## src/rtl/vrt_pkg.sv

```systemverilog
package vrt_pkg;

	localparam int FX_W    = 24;
	localparam int FRAC_W  = 12;
	localparam int ONE_FX  = 4096;
	localparam int CUR_W   = 13;
	localparam int VOX_W   = 12;
	localparam int CELL_W  = 5;
	localparam int D_W     = 25;
	localparam int AD_W    = 24;
	localparam int SQ_W    = 33;
	localparam int S_W     = 50;
	localparam int TG_W    = 26;
	localparam int NT_W    = 27;
	localparam int MA_W    = 34;
	localparam int MB_W    = 28;
	localparam int PR_W    = MA_W + MB_W;
	localparam int QD_W    = 51;
	localparam int SUM_W   = 54;
	localparam int MARGIN_XZ = 410;
	localparam int MARGIN_Y  = 164;
	localparam int PAR_LIMIT = 67109;
	localparam int PAR_SQ    = 1000000;
	localparam int SETUP_LEN = 15;
	localparam int SETUP_CW  = 4;

	// input transaction kinds
	localparam logic OP_WRITE = 1'b0;
	localparam logic OP_QUERY = 1'b1;

	// micro-op codes for the shared multiplier / setup sequence
	localparam logic [2:0] OP_NONE  = 3'd0;
	localparam logic [2:0] OP_SQ    = 3'd1;
	localparam logic [2:0] OP_SM    = 3'd2;
	localparam logic [2:0] OP_FIX   = 3'd3;
	localparam logic [2:0] OP_CROSS = 3'd4;
	localparam logic [2:0] OP_EXIT  = 3'd5;

	typedef struct packed {
		logic [2:0] op;
		logic [2:0] sel;
	} vrt_uop_t;

	typedef struct packed {
		logic     clr;
		logic     wr;
		logic     load;
		logic     init;
		vrt_uop_t uop;
		logic     step;
		logic     ex_prep;
		logic     ex_div;
		logic     ex_store;
		logic     ex_sel;
		logic     out_load;
		logic     res_hit;
		logic     res_trunc;
	} vrt_cmd_t;

	typedef struct packed {
		logic clr_last;
		logic all_done;
		logic occ;
		logic div_done;
		logic out_busy;
	} vrt_stat_t;

	// setup program: squares, parallel tests, distance init, cross products
	function automatic vrt_uop_t setup_uop(input logic [SETUP_CW-1:0] idx);
		vrt_uop_t u;
		u.op  = OP_NONE;
		u.sel = 3'd0;
		case (idx)
			4'd0: begin u.op = OP_SQ; u.sel = 3'd0; end
			4'd1: begin u.op = OP_SQ; u.sel = 3'd1; end
			4'd2: begin u.op = OP_SQ; u.sel = 3'd2; end
			4'd3: begin u.op = OP_SM; u.sel = 3'd0; end
			4'd4: begin u.op = OP_SM; u.sel = 3'd1; end
			4'd5: begin u.op = OP_SM; u.sel = 3'd2; end
			4'd7: begin u.op = OP_FIX; end
			4'd8: begin u.op = OP_CROSS; u.sel = 3'd0; end
			4'd9: begin u.op = OP_CROSS; u.sel = 3'd1; end
			4'd10: begin u.op = OP_CROSS; u.sel = 3'd2; end
			4'd11: begin u.op = OP_CROSS; u.sel = 3'd3; end
			4'd12: begin u.op = OP_CROSS; u.sel = 3'd4; end
			4'd13: begin u.op = OP_CROSS; u.sel = 3'd5; end
			default: begin u.op = OP_NONE; end
		endcase
		return u;
	endfunction

	// cross product c = num[pair_i] * den[pair_j]
	function automatic logic [1:0] pair_i(input logic [2:0] c);
		logic [1:0] r;
		case (c)
			3'd0, 3'd2: r = 2'd0;
			3'd1, 3'd4: r = 2'd1;
			default:    r = 2'd2;
		endcase
		return r;
	endfunction

	function automatic logic [1:0] pair_j(input logic [2:0] c);
		logic [1:0] r;
		case (c)
			3'd1, 3'd3: r = 2'd0;
			3'd0, 3'd5: r = 2'd1;
			default:    r = 2'd2;
		endcase
		return r;
	endfunction

	// the two axes other than the hit axis, in order
	function automatic logic [1:0] other_axis(input logic [1:0] axis, input logic j);
		logic [1:0] r;
		if (!j) begin
			r = (axis == 2'd0) ? 2'd1 : 2'd0;
		end else begin
			r = (axis == 2'd2) ? 2'd1 : 2'd2;
		end
		return r;
	endfunction

endpackage

```

## src/rtl/vrt_ctrl.sv

```systemverilog
module vrt_ctrl import vrt_pkg::*; #(
	parameter int MAX_STEPS = 128
) (
	input  logic      clk,
	input  logic      arst_n,
	input  logic      in_valid,
	output logic      in_ready,
	input  logic      op,
	input  vrt_stat_t st,
	output vrt_cmd_t  cmd
);
	localparam int SW = $clog2(MAX_STEPS + 1);

	localparam logic [3:0] S_CLEAR  = 4'd0;
	localparam logic [3:0] S_IDLE   = 4'd1;
	localparam logic [3:0] S_INIT   = 4'd2;
	localparam logic [3:0] S_SETUP  = 4'd3;
	localparam logic [3:0] S_DECIDE = 4'd4;
	localparam logic [3:0] S_CHECK  = 4'd5;
	localparam logic [3:0] S_EXPREP = 4'd6;
	localparam logic [3:0] S_EXMUL  = 4'd7;
	localparam logic [3:0] S_EXDIV  = 4'd8;
	localparam logic [3:0] S_EXWAIT = 4'd9;
	localparam logic [3:0] S_FINISH = 4'd10;

	logic [3:0]          state_q, state_d;
	logic [SETUP_CW-1:0] idx_q, idx_d;
	logic [SW-1:0]       step_q, step_d;
	logic                hit_q, hit_d;
	logic                trunc_q, trunc_d;
	logic                j_q, j_d;

	always_comb begin
		state_d = state_q;
		idx_d   = idx_q;
		step_d  = step_q;
		hit_d   = hit_q;
		trunc_d = trunc_q;
		j_d     = j_q;
		cmd     = '0;
		in_ready = (state_q == S_IDLE);
		case (state_q)
			S_CLEAR: begin
				cmd.clr = 1'b1;
				if (st.clr_last) state_d = S_IDLE;
			end
			S_IDLE: begin
				if (in_valid) begin
					if (op == OP_QUERY) begin
						cmd.load = 1'b1;
						state_d  = S_INIT;
					end else begin
						cmd.wr = 1'b1;
					end
				end
			end
			S_INIT: begin
				cmd.init = 1'b1;
				idx_d    = '0;
				step_d   = '0;
				hit_d    = 1'b0;
				trunc_d  = 1'b0;
				state_d  = S_SETUP;
			end
			S_SETUP: begin
				cmd.uop = setup_uop(idx_q);
				idx_d   = idx_q + 1'b1;
				if (idx_q == SETUP_CW'(SETUP_LEN - 1)) state_d = S_DECIDE;
			end
			S_DECIDE: begin
				if (st.all_done) begin
					state_d = S_FINISH;
				end else if (step_q == SW'(MAX_STEPS)) begin
					trunc_d = 1'b1;
					state_d = S_FINISH;
				end else begin
					cmd.step = 1'b1;
					step_d   = step_q + 1'b1;
					state_d  = S_CHECK;
				end
			end
			S_CHECK: begin
				if (st.occ) begin
					hit_d   = 1'b1;
					state_d = S_EXPREP;
				end else begin
					state_d = S_DECIDE;
				end
			end
			S_EXPREP: begin
				cmd.ex_prep = 1'b1;
				j_d         = 1'b0;
				state_d     = S_EXMUL;
			end
			S_EXMUL: begin
				cmd.uop.op  = OP_EXIT;
				cmd.uop.sel = {2'b00, j_q};
				state_d     = S_EXDIV;
			end
			S_EXDIV: begin
				cmd.ex_div = 1'b1;
				state_d    = S_EXWAIT;
			end
			S_EXWAIT: begin
				if (st.div_done) begin
					cmd.ex_store = 1'b1;
					cmd.ex_sel   = j_q;
					if (j_q) begin
						state_d = S_FINISH;
					end else begin
						j_d     = 1'b1;
						state_d = S_EXMUL;
					end
				end
			end
			S_FINISH: begin
				if (!st.out_busy) begin
					cmd.out_load  = 1'b1;
					cmd.res_hit   = hit_q;
					cmd.res_trunc = trunc_q;
					state_d       = S_IDLE;
				end
			end
			default: begin
				state_d = S_IDLE;
			end
		endcase
	end

	always_ff @(posedge clk or negedge arst_n) begin
		if (!arst_n) begin
			state_q <= S_CLEAR;
			idx_q   <= '0;
			step_q  <= '0;
			hit_q   <= 1'b0;
			trunc_q <= 1'b0;
			j_q     <= 1'b0;
		end else begin
			state_q <= state_d;
			idx_q   <= idx_d;
			step_q  <= step_d;
			hit_q   <= hit_d;
			trunc_q <= trunc_d;
			j_q     <= j_d;
		end
	end

endmodule

```

## config.mk

```make
export PLATFORM = sky130hd
export DESIGN_NAME = vrt_ctrl
export DESIGN_NICKNAME = d
export VERILOG_FILES = /design/src/rtl/vrt_pkg.sv /design/src/rtl/vrt_ctrl.sv
export SDC_FILE = /design/constraint.sdc
export NUM_CORES = 1
export LEC_CHECK = 0
export BUFFER_PORTS_ARGS = -buffer_cell sky130_fd_sc_hd__buf_4
export CAP_MARGIN = 20
export CORE_MARGIN = 2
export CORE_UTILIZATION = 57
export CTS_BUF_LIST = sky130_fd_sc_hd__clkbuf_4
export DETAILED_ROUTE_END_ITERATION = 6
export GPL_TIMING_DRIVEN = 1
export PLACE_DENSITY_LB_ADDON = 0.15
export SYNTH_ARGS = -nofsm -noshare
export SYNTH_HDL_FRONTEND = slang
export SYNTH_SLANG_ARGS = --single-unit
export TNS_END_PERCENT = 1
```

## constraint.sdc

```tcl
create_clock -name clk -period 3 [get_ports clk]
set_input_delay 0.6 -clock clk [delete_from_list [all_inputs] [get_ports clk]]
set_output_delay 0.6 -clock clk [all_outputs]
set_load 0.01 [all_outputs]
```

==> impl_results.md, run 1 <==
* I/O Buffers at 27
* Starting Density at 61.6%
* Worst-Skew Late Latency at ~0.30 ns
* Setup Crit Path Kind: reg2out
* Initial drt markers at 69
* Fin crit period at between 2 and 3 ns
* Row count at 17
* Num ports at 28
* Synthesized area per cell at 8.07 um^2
* Pre-CTS WS at 0.478 ns
* Sequential share of power at 32.8%
* Critical Path RT at 2.40 ns
* Psw at about 0.00059 W
* Max incr delay on CP at between 0.6 and 0.7 ns
* Synth Register Bits at 19
* P_leak at ~0.73 nW
* Post_cts resized at 0
* Clock sinks at 19
* Tcrit/Tclk final at around nine tenths
* Worst slew pin tran at 0.751 ns
* Crit path launch type: flop
* Max_slew headroom at 49.3%
* Unrepaired setup endpoints after global routing: false
* Area of the mapped netlist at 0.00139 mm^2
* Net Count, Synth at ~190
* VDD IR-drop max at roughly 0.54 mV
* Vias in the first global route at about 1,200
* Vias per cell at 6.12
* Yosys warns at 0
* Max Clk Rate at 368 MHz
* Worst Hold Class: in2async
* Worst Path Arrival at 2.12 ns
* # setup viols final at 0
* Reg2reg end: step_q[7]
* Total track usage at 26.7%
* Core Util, Final at 71.8%
* Clock Power Share at 10.8%
* R2R Setup Slk at 0.46 ns
* Largest net degree at the start of global routing at 21
* Ys async rst share at between 90% and 100%
* First-pass detailed-route iteration total at 4
* Number of synthesized flops with an enable pin at 0
* GRT overflow at 0
* Routed vias at 1,365
* Syn Inst Count at between 150 and 200
* First-pass GRT wire length at 5.55 mm
* Maximum buffer depth of the clock tree at 2
* Post-Route Setup TNS at 0 ns
* Combinational power share at 56.4%
* TritonCTS Buffers at 3
* Int Pwr at 0.000702 W
* Floorplan core area at 0.00225 mm^2
* Max-cap violations at 0
* CP max-delay cell: or4b_4
* Synth unique cells at between 40 and 50
* CTS clk-pin slew, worst paths at 0.10 ns
* Wirelength, routed at 3.29 mm
* # DRC at 0
* H-tree depth at 1
* Max-slew violations at 0
* Chip width at 53.4 um
* Root buffer cell: clkbuf_4
* Post-CTS setup buffers at 0
* Reg2Reg Depth at 4
* PwrDens at 801 mW/mm^2
* Final setup margin at 0.280 ns
* Cts hold-fix bufs at 0
* Area Overhead vs Synth at 16.5%
* Clock Skews at 0.00109 ns
* Sequential fraction of the synthesis area at about a third
* Die height at around 53 um
* Die ar. at 0.00285 mm^2
* CTS tree: built
* Status: completed
* Layout cells sized above 1 at 20.5%
* Net Sw Frac at roughly 46%
* Top_reg_cell synth: dfrtp_1
* Design Power at 0.00130 W
* Final #Nets at 211
* Initial antenna violation count at 0
* # diodes at 0
* Final ANT Viol Nets at 0
* Fill cell count at 173
* RePlAce Congestion at 0.981
* Final hold vios at 0
* Crit end category: output port
* Largest fanout on the critical path at 18
* DP Wirelength at 2.42 mm
* Cell Chain, Critical Path: or4b_4 -> a211o_1 -> clkinv_1 -> buf_4
* Wire length per cell at 14.8 um
* Critical R2R Launch: state_q[3]
## worst max path at each step
| stage | slack [ns] | end | cells past startpoint | from |
|---|---|---|---|---|
| floorplan | 0.63 | step_q[7] | 6 | state_q[3] |
| global placement | 0.55 | step_q[7] | 4 | state_q[3] |
| detailed placement | 0.48 | step_q[7] | 4 | state_q[3] |
| CTS | 0.31 | cmd[7] | 4 | state_q[3] |
| global route | 0.11 | cmd[7] | 6 | step_q[1] |
| finish | 0.28 | cmd[7] | 4 | state_q[3] |
## cell usage in the layout (no fill, tap or decap), types with 2 or more instances in the layout
master | netlist | final
nor3_1 | 6 | 6
nor2_1 | 20 | 20
nand3_1 | 6 | 6
xnor2_1 | 2 | 2
o21ai_0 | 13 | 13
buf_4 | 0 | 29
clkbuf_4 | 0 | 4
mux2_2 | 2 | 2
dfrtp_1 | 19 | 19
nor4_1 | 2 | 2
and2_1 | 3 | 3
a21oi_1 | 13 | 13
nor4bb_1 | 3 | 3
nand3b_1 | 2 | 2
nand2b_1 | 7 | 7
ha_1 | 6 | 6
nor4b_1 | 3 | 3
and3_1 | 2 | 2
o31ai_1 | 3 | 3
a221oi_1 | 2 | 2
or4b_4 | 2 | 2
nor2b_1 | 2 | 2
inv_1 | 9 | 9
nand2_1 | 13 | 13
or3_1 | 3 | 3
## per-stage QoR
step	cell area, um^2	hold slack, ns	cells
2_1_floorplan	1390	0.304	172
3_3_place_gp	1590	0.485	219
3_5_place_dp	1590	0.487	219
4_1_cts	1620	0.165	223
5_1_grt	1620	0.163	223
6_report	1620	0.156	223
## synthesized netlist by cell type (2+ instances only)
cell	instances	area, um^2
nor2b_1	2	12.5
buf_6	2	22.5
nor4bb_1	3	30.0
a21oi_1	13	65.1
nand3b_1	2	15.0
o21ai_0	13	65.1
nand2b_1	7	43.8
nor4_1	2	12.5
a221oi_1	2	17.5
clkbuf_1	7	26.3
or3_1	3	18.8
xnor2_1	2	17.5
nor2_1	20	75.1
dfrtp_1	19	475
nand2_1	13	48.8
and3_1	2	12.5
o31ai_1	3	22.5
nor3_1	6	30.0
nand3_1	6	30.0
and2_1	3	18.8
mux2_2	2	22.5
or4b_4	2	27.5
nor4b_1	3	26.3
inv_1	9	33.8
ha_1	6	75.1
## registers in the layout (all words and copies together), names as in the netlist
name	flops
hit_q	1
trunc_q	1
step_q	8
state_q	4
j_q	1
idx_q	4
## cell families after synthesis
| family | count (synthesis) | synth area share (%) |
|---|---|---|
| adders and majority gates | 6 | 5.41 |
| muxes | 2 | 1.62 |
| AOI/OAI and AO/OA | 41 | 17.7 |
| DFF | 19 | 34.2 |
| xor gates and xnor gates | 3 | 1.89 |
| buffers and inverters | 21 | 6.85 |
| and+or+nand+nor | 80 | 32.3 |
## final cells by class
cell class,instances,area [um^2],share of cell area (%)
multi-input combinational,132,818,50.6
clock buffer,4,30.0,1.86
timing repair buffer,29,218,13.5
inverter,11,41.3,2.55
tap,28,35.0,2.17
sequential,19,475,29.4
## power by group through the flow
stage	Sequential, W	Combinational [W]	Clock [W]
2_1_floorplan	0.000373	0.000560	0
3_3_place_gp	0.000419	0.000690	0
3_5_place_dp	0.000425	0.000717	0
4_1_cts	0.000421	0.000722	0.000139
5_1_grt	0.000438	0.000814	0.000153
6_report	0.000425	0.000732	0.000139
## worst max-delay path: cells and delay by family, from the launching register on
family,cells,cell delay [ns]
AOI/OAI and AO/OA,1,0.32
DFF,1,0.58
buffers and inverters,2,0.25
and+or+nand+nor,1,0.67
## layer usage
metal	part of all wire [%]	track usage, %
met3	7.7	3.11
met5	0	0
met4	2.0	12.4
met1	44	34.9
met2	46	43.6
Note: power is estimated with default switching activity, not from simulation.
==> run 2, diff against run 1 <==
--- a/config.mk
+++ b/config.mk
@@ -13,6 +13,7 @@
 export DETAILED_ROUTE_END_ITERATION = 6
 export GPL_TIMING_DRIVEN = 1
 export PLACE_DENSITY_LB_ADDON = 0.15
+export REMOVE_ABC_BUFFERS = 1
 export SYNTH_ARGS = -nofsm -noshare
 export SYNTH_HDL_FRONTEND = slang
 export SYNTH_SLANG_ARGS = --single-unit
==> run 2 against run 1 <==
  * Critical path depth up 2
  * Sequential cell count unchanged
  * Sequential share of layout area down 0.27 points
  * Cell area grew 0.93%
  * Clock power hardly changed
  * Critical path type unchanged
  * Highest routed layer unchanged
==> impl_results.md, run 2 (same netlist as run 1, synthesis figures left out) <==
* P_leak at 0.744 nW
* Num ports at 28
* Max-slew violations at 0
* Most frequent cells in the layout: buf_4 (31), nor2_1 (20), dfrtp_1 (19)
* GRT overflow at 0
* Worst Hold Class: in2async
* H-tree depth at 1
* Max Clk Rate at 372 MHz
* CTS tree: built
* Layout cells sized above 1 at 21.3%
* Starting Density at just over 60%
* Area Overhead vs Synth at 17.6%
* Die ar. at 0.00285 mm^2
* Crit end category: output port
* Cts hold-fix bufs at 0
* # DRC at 0
* Max-cap violations at 0
* Largest fanout on the critical path at 6
* Final hold slack at 0.157 ns
* Worst-Skew Late Latency at 0.29 ns
* Most common cell after layout, fill and taps aside: buf_4
* Status: completed
* Setup Crit Path Kind: reg2out
* PwrDens at a little under 800 mW/mm^2
* Critical Path RT at 2.40 ns
* DP Wirelength at about 2.5 mm
* Clock sinks at 19
* Maximum buffer depth of the clock tree at 2
* Reg2reg end: step_q[7]
* Worst slew pin tran at ~0.65 ns
* CP max-delay cell: nor4bb_1
* Vias per cell at 5.94
* Reg2Reg Depth at 4
* Max_slew headroom at 56.1%
* Cell Chain, Critical Path: inv_1 -> ha_1 -> nor4bb_1 -> a211o_1 -> clkinv_1 -> buf_4
* # setup viols final at 0
* # diodes at 0
* CTS clk-pin slew, worst paths at 0.10 ns
* Crit path launch type: flop
* Regs by FF count: step_q: 8 flops, idx_q: 4 flops, state_q: 4 flops
* Worst setup startpoint: step_q[1]
* First-pass detailed-route iteration total at 4
* Cell family with most CP delay: simple AND/OR/NAND/NOR gates
* VDD IR-drop max at 0.597 mV
* I/O Buffers at 27
* Max FFs per register at 8
* Final #Nets at 213
* Placed Cells incl. Taps at between 200 and 250
* Root buffer cell: clkbuf_4
* Critical R2R Launch: state_q[1]
* Tcrit/Tclk final at 89.6%
* Final ANT Viol Nets at 0
* Unrepaired setup endpoints after global routing: false
* Floorplan core area at 0.00225 mm^2
* Post_cts resized at 0
* TritonCTS Buffers at 3
* Initial antenna violation count at 0
* Largest reg by FF count: step_q
* Row count at 17
* Post-Route Setup TNS at 0 ns
* First-pass GRT wire length at 5.15 mm
* Wirelength, routed at 3.20 mm
* Worst Path Arrival at 2.09 ns
* Final Non-Filler Cells at 225
* Initial drt markers at 47
* R2R Setup Slk at 0.59 ns
* Post-CTS setup buffers at 0
* Clock Skews at 0.00404 ns
* Total track usage at 25.0%
* Max incr delay on CP at 0.48 ns
* Routed vias at 1,336
* Vias in the first global route at 1,168
* Die height at 53.4 um
* Wire length per cell at approximately 14 um
* Final hold vios at 0
* Chip width at 53.4 um
* Largest net degree at the start of global routing at 21
* Fin crit period at ~2.7 ns
* RePlAce Congestion at between 0.8 and 0.9
* Buf/Inv on CP at 3
run 2: cell type report:
class	count	area [um^2]
multi-input combinational	132	818
fill	179	622
sequential	19	475
timing repair buffer	31	233
inverter	11	41.3
tap	28	35.0
clock buffer	4	30.0
run 2: through the flow:
step / utilization [%] / worst slack (ns) / area [um^2] / total power (W)
final: 72.4 / 0.311 / 1630 / 0.00129
after CTS: 72.4 / 0.334 / 1630 / 0.00129
after floorplan: - / 0.632 / 1340 / 0.000896
after global placement: 71.1 / 0.662 / 1600 / 0.00112
after detailed placement: 71.1 / 0.601 / 1600 / 0.00115
after global routing: 72.4 / 0.216 / 1630 / 0.00140
run 2: worst max-delay path by stage:
stage,end,slack [ns],cells past startpoint
final,cmd[7],0.31,6
after global routing,cmd[7],0.22,6
after CTS,cmd[7],0.33,6
after detailed placement,step_q[7],0.60,4
after global placement,step_q[7],0.66,4
after floorplan,step_q[7],0.63,4
run 2: routing by layer:
metal | vias to the layer above | track usage [%] | part of all wire (%) | wire [um]
met5 | - | 0 | 0 | 0
met4 | 0 | 5.56 | 0.69 | 22
met3 | 4 | 5.65 | 4.8 | 152
met2 | 37 | 43.8 | 51 | 1630
met1 | 631 | 30.8 | 43 | 1390
li1 | 664 | - | - | -
run 2: where the power goes:
part / total [W] / internal, W / switching, W
sequential: 0.000411 / 0.000327 / 0.0000840
combinational: 0.000739 / 0.000323 / 0.000415
clock: 0.000138 / 0.0000608 / 0.0000768
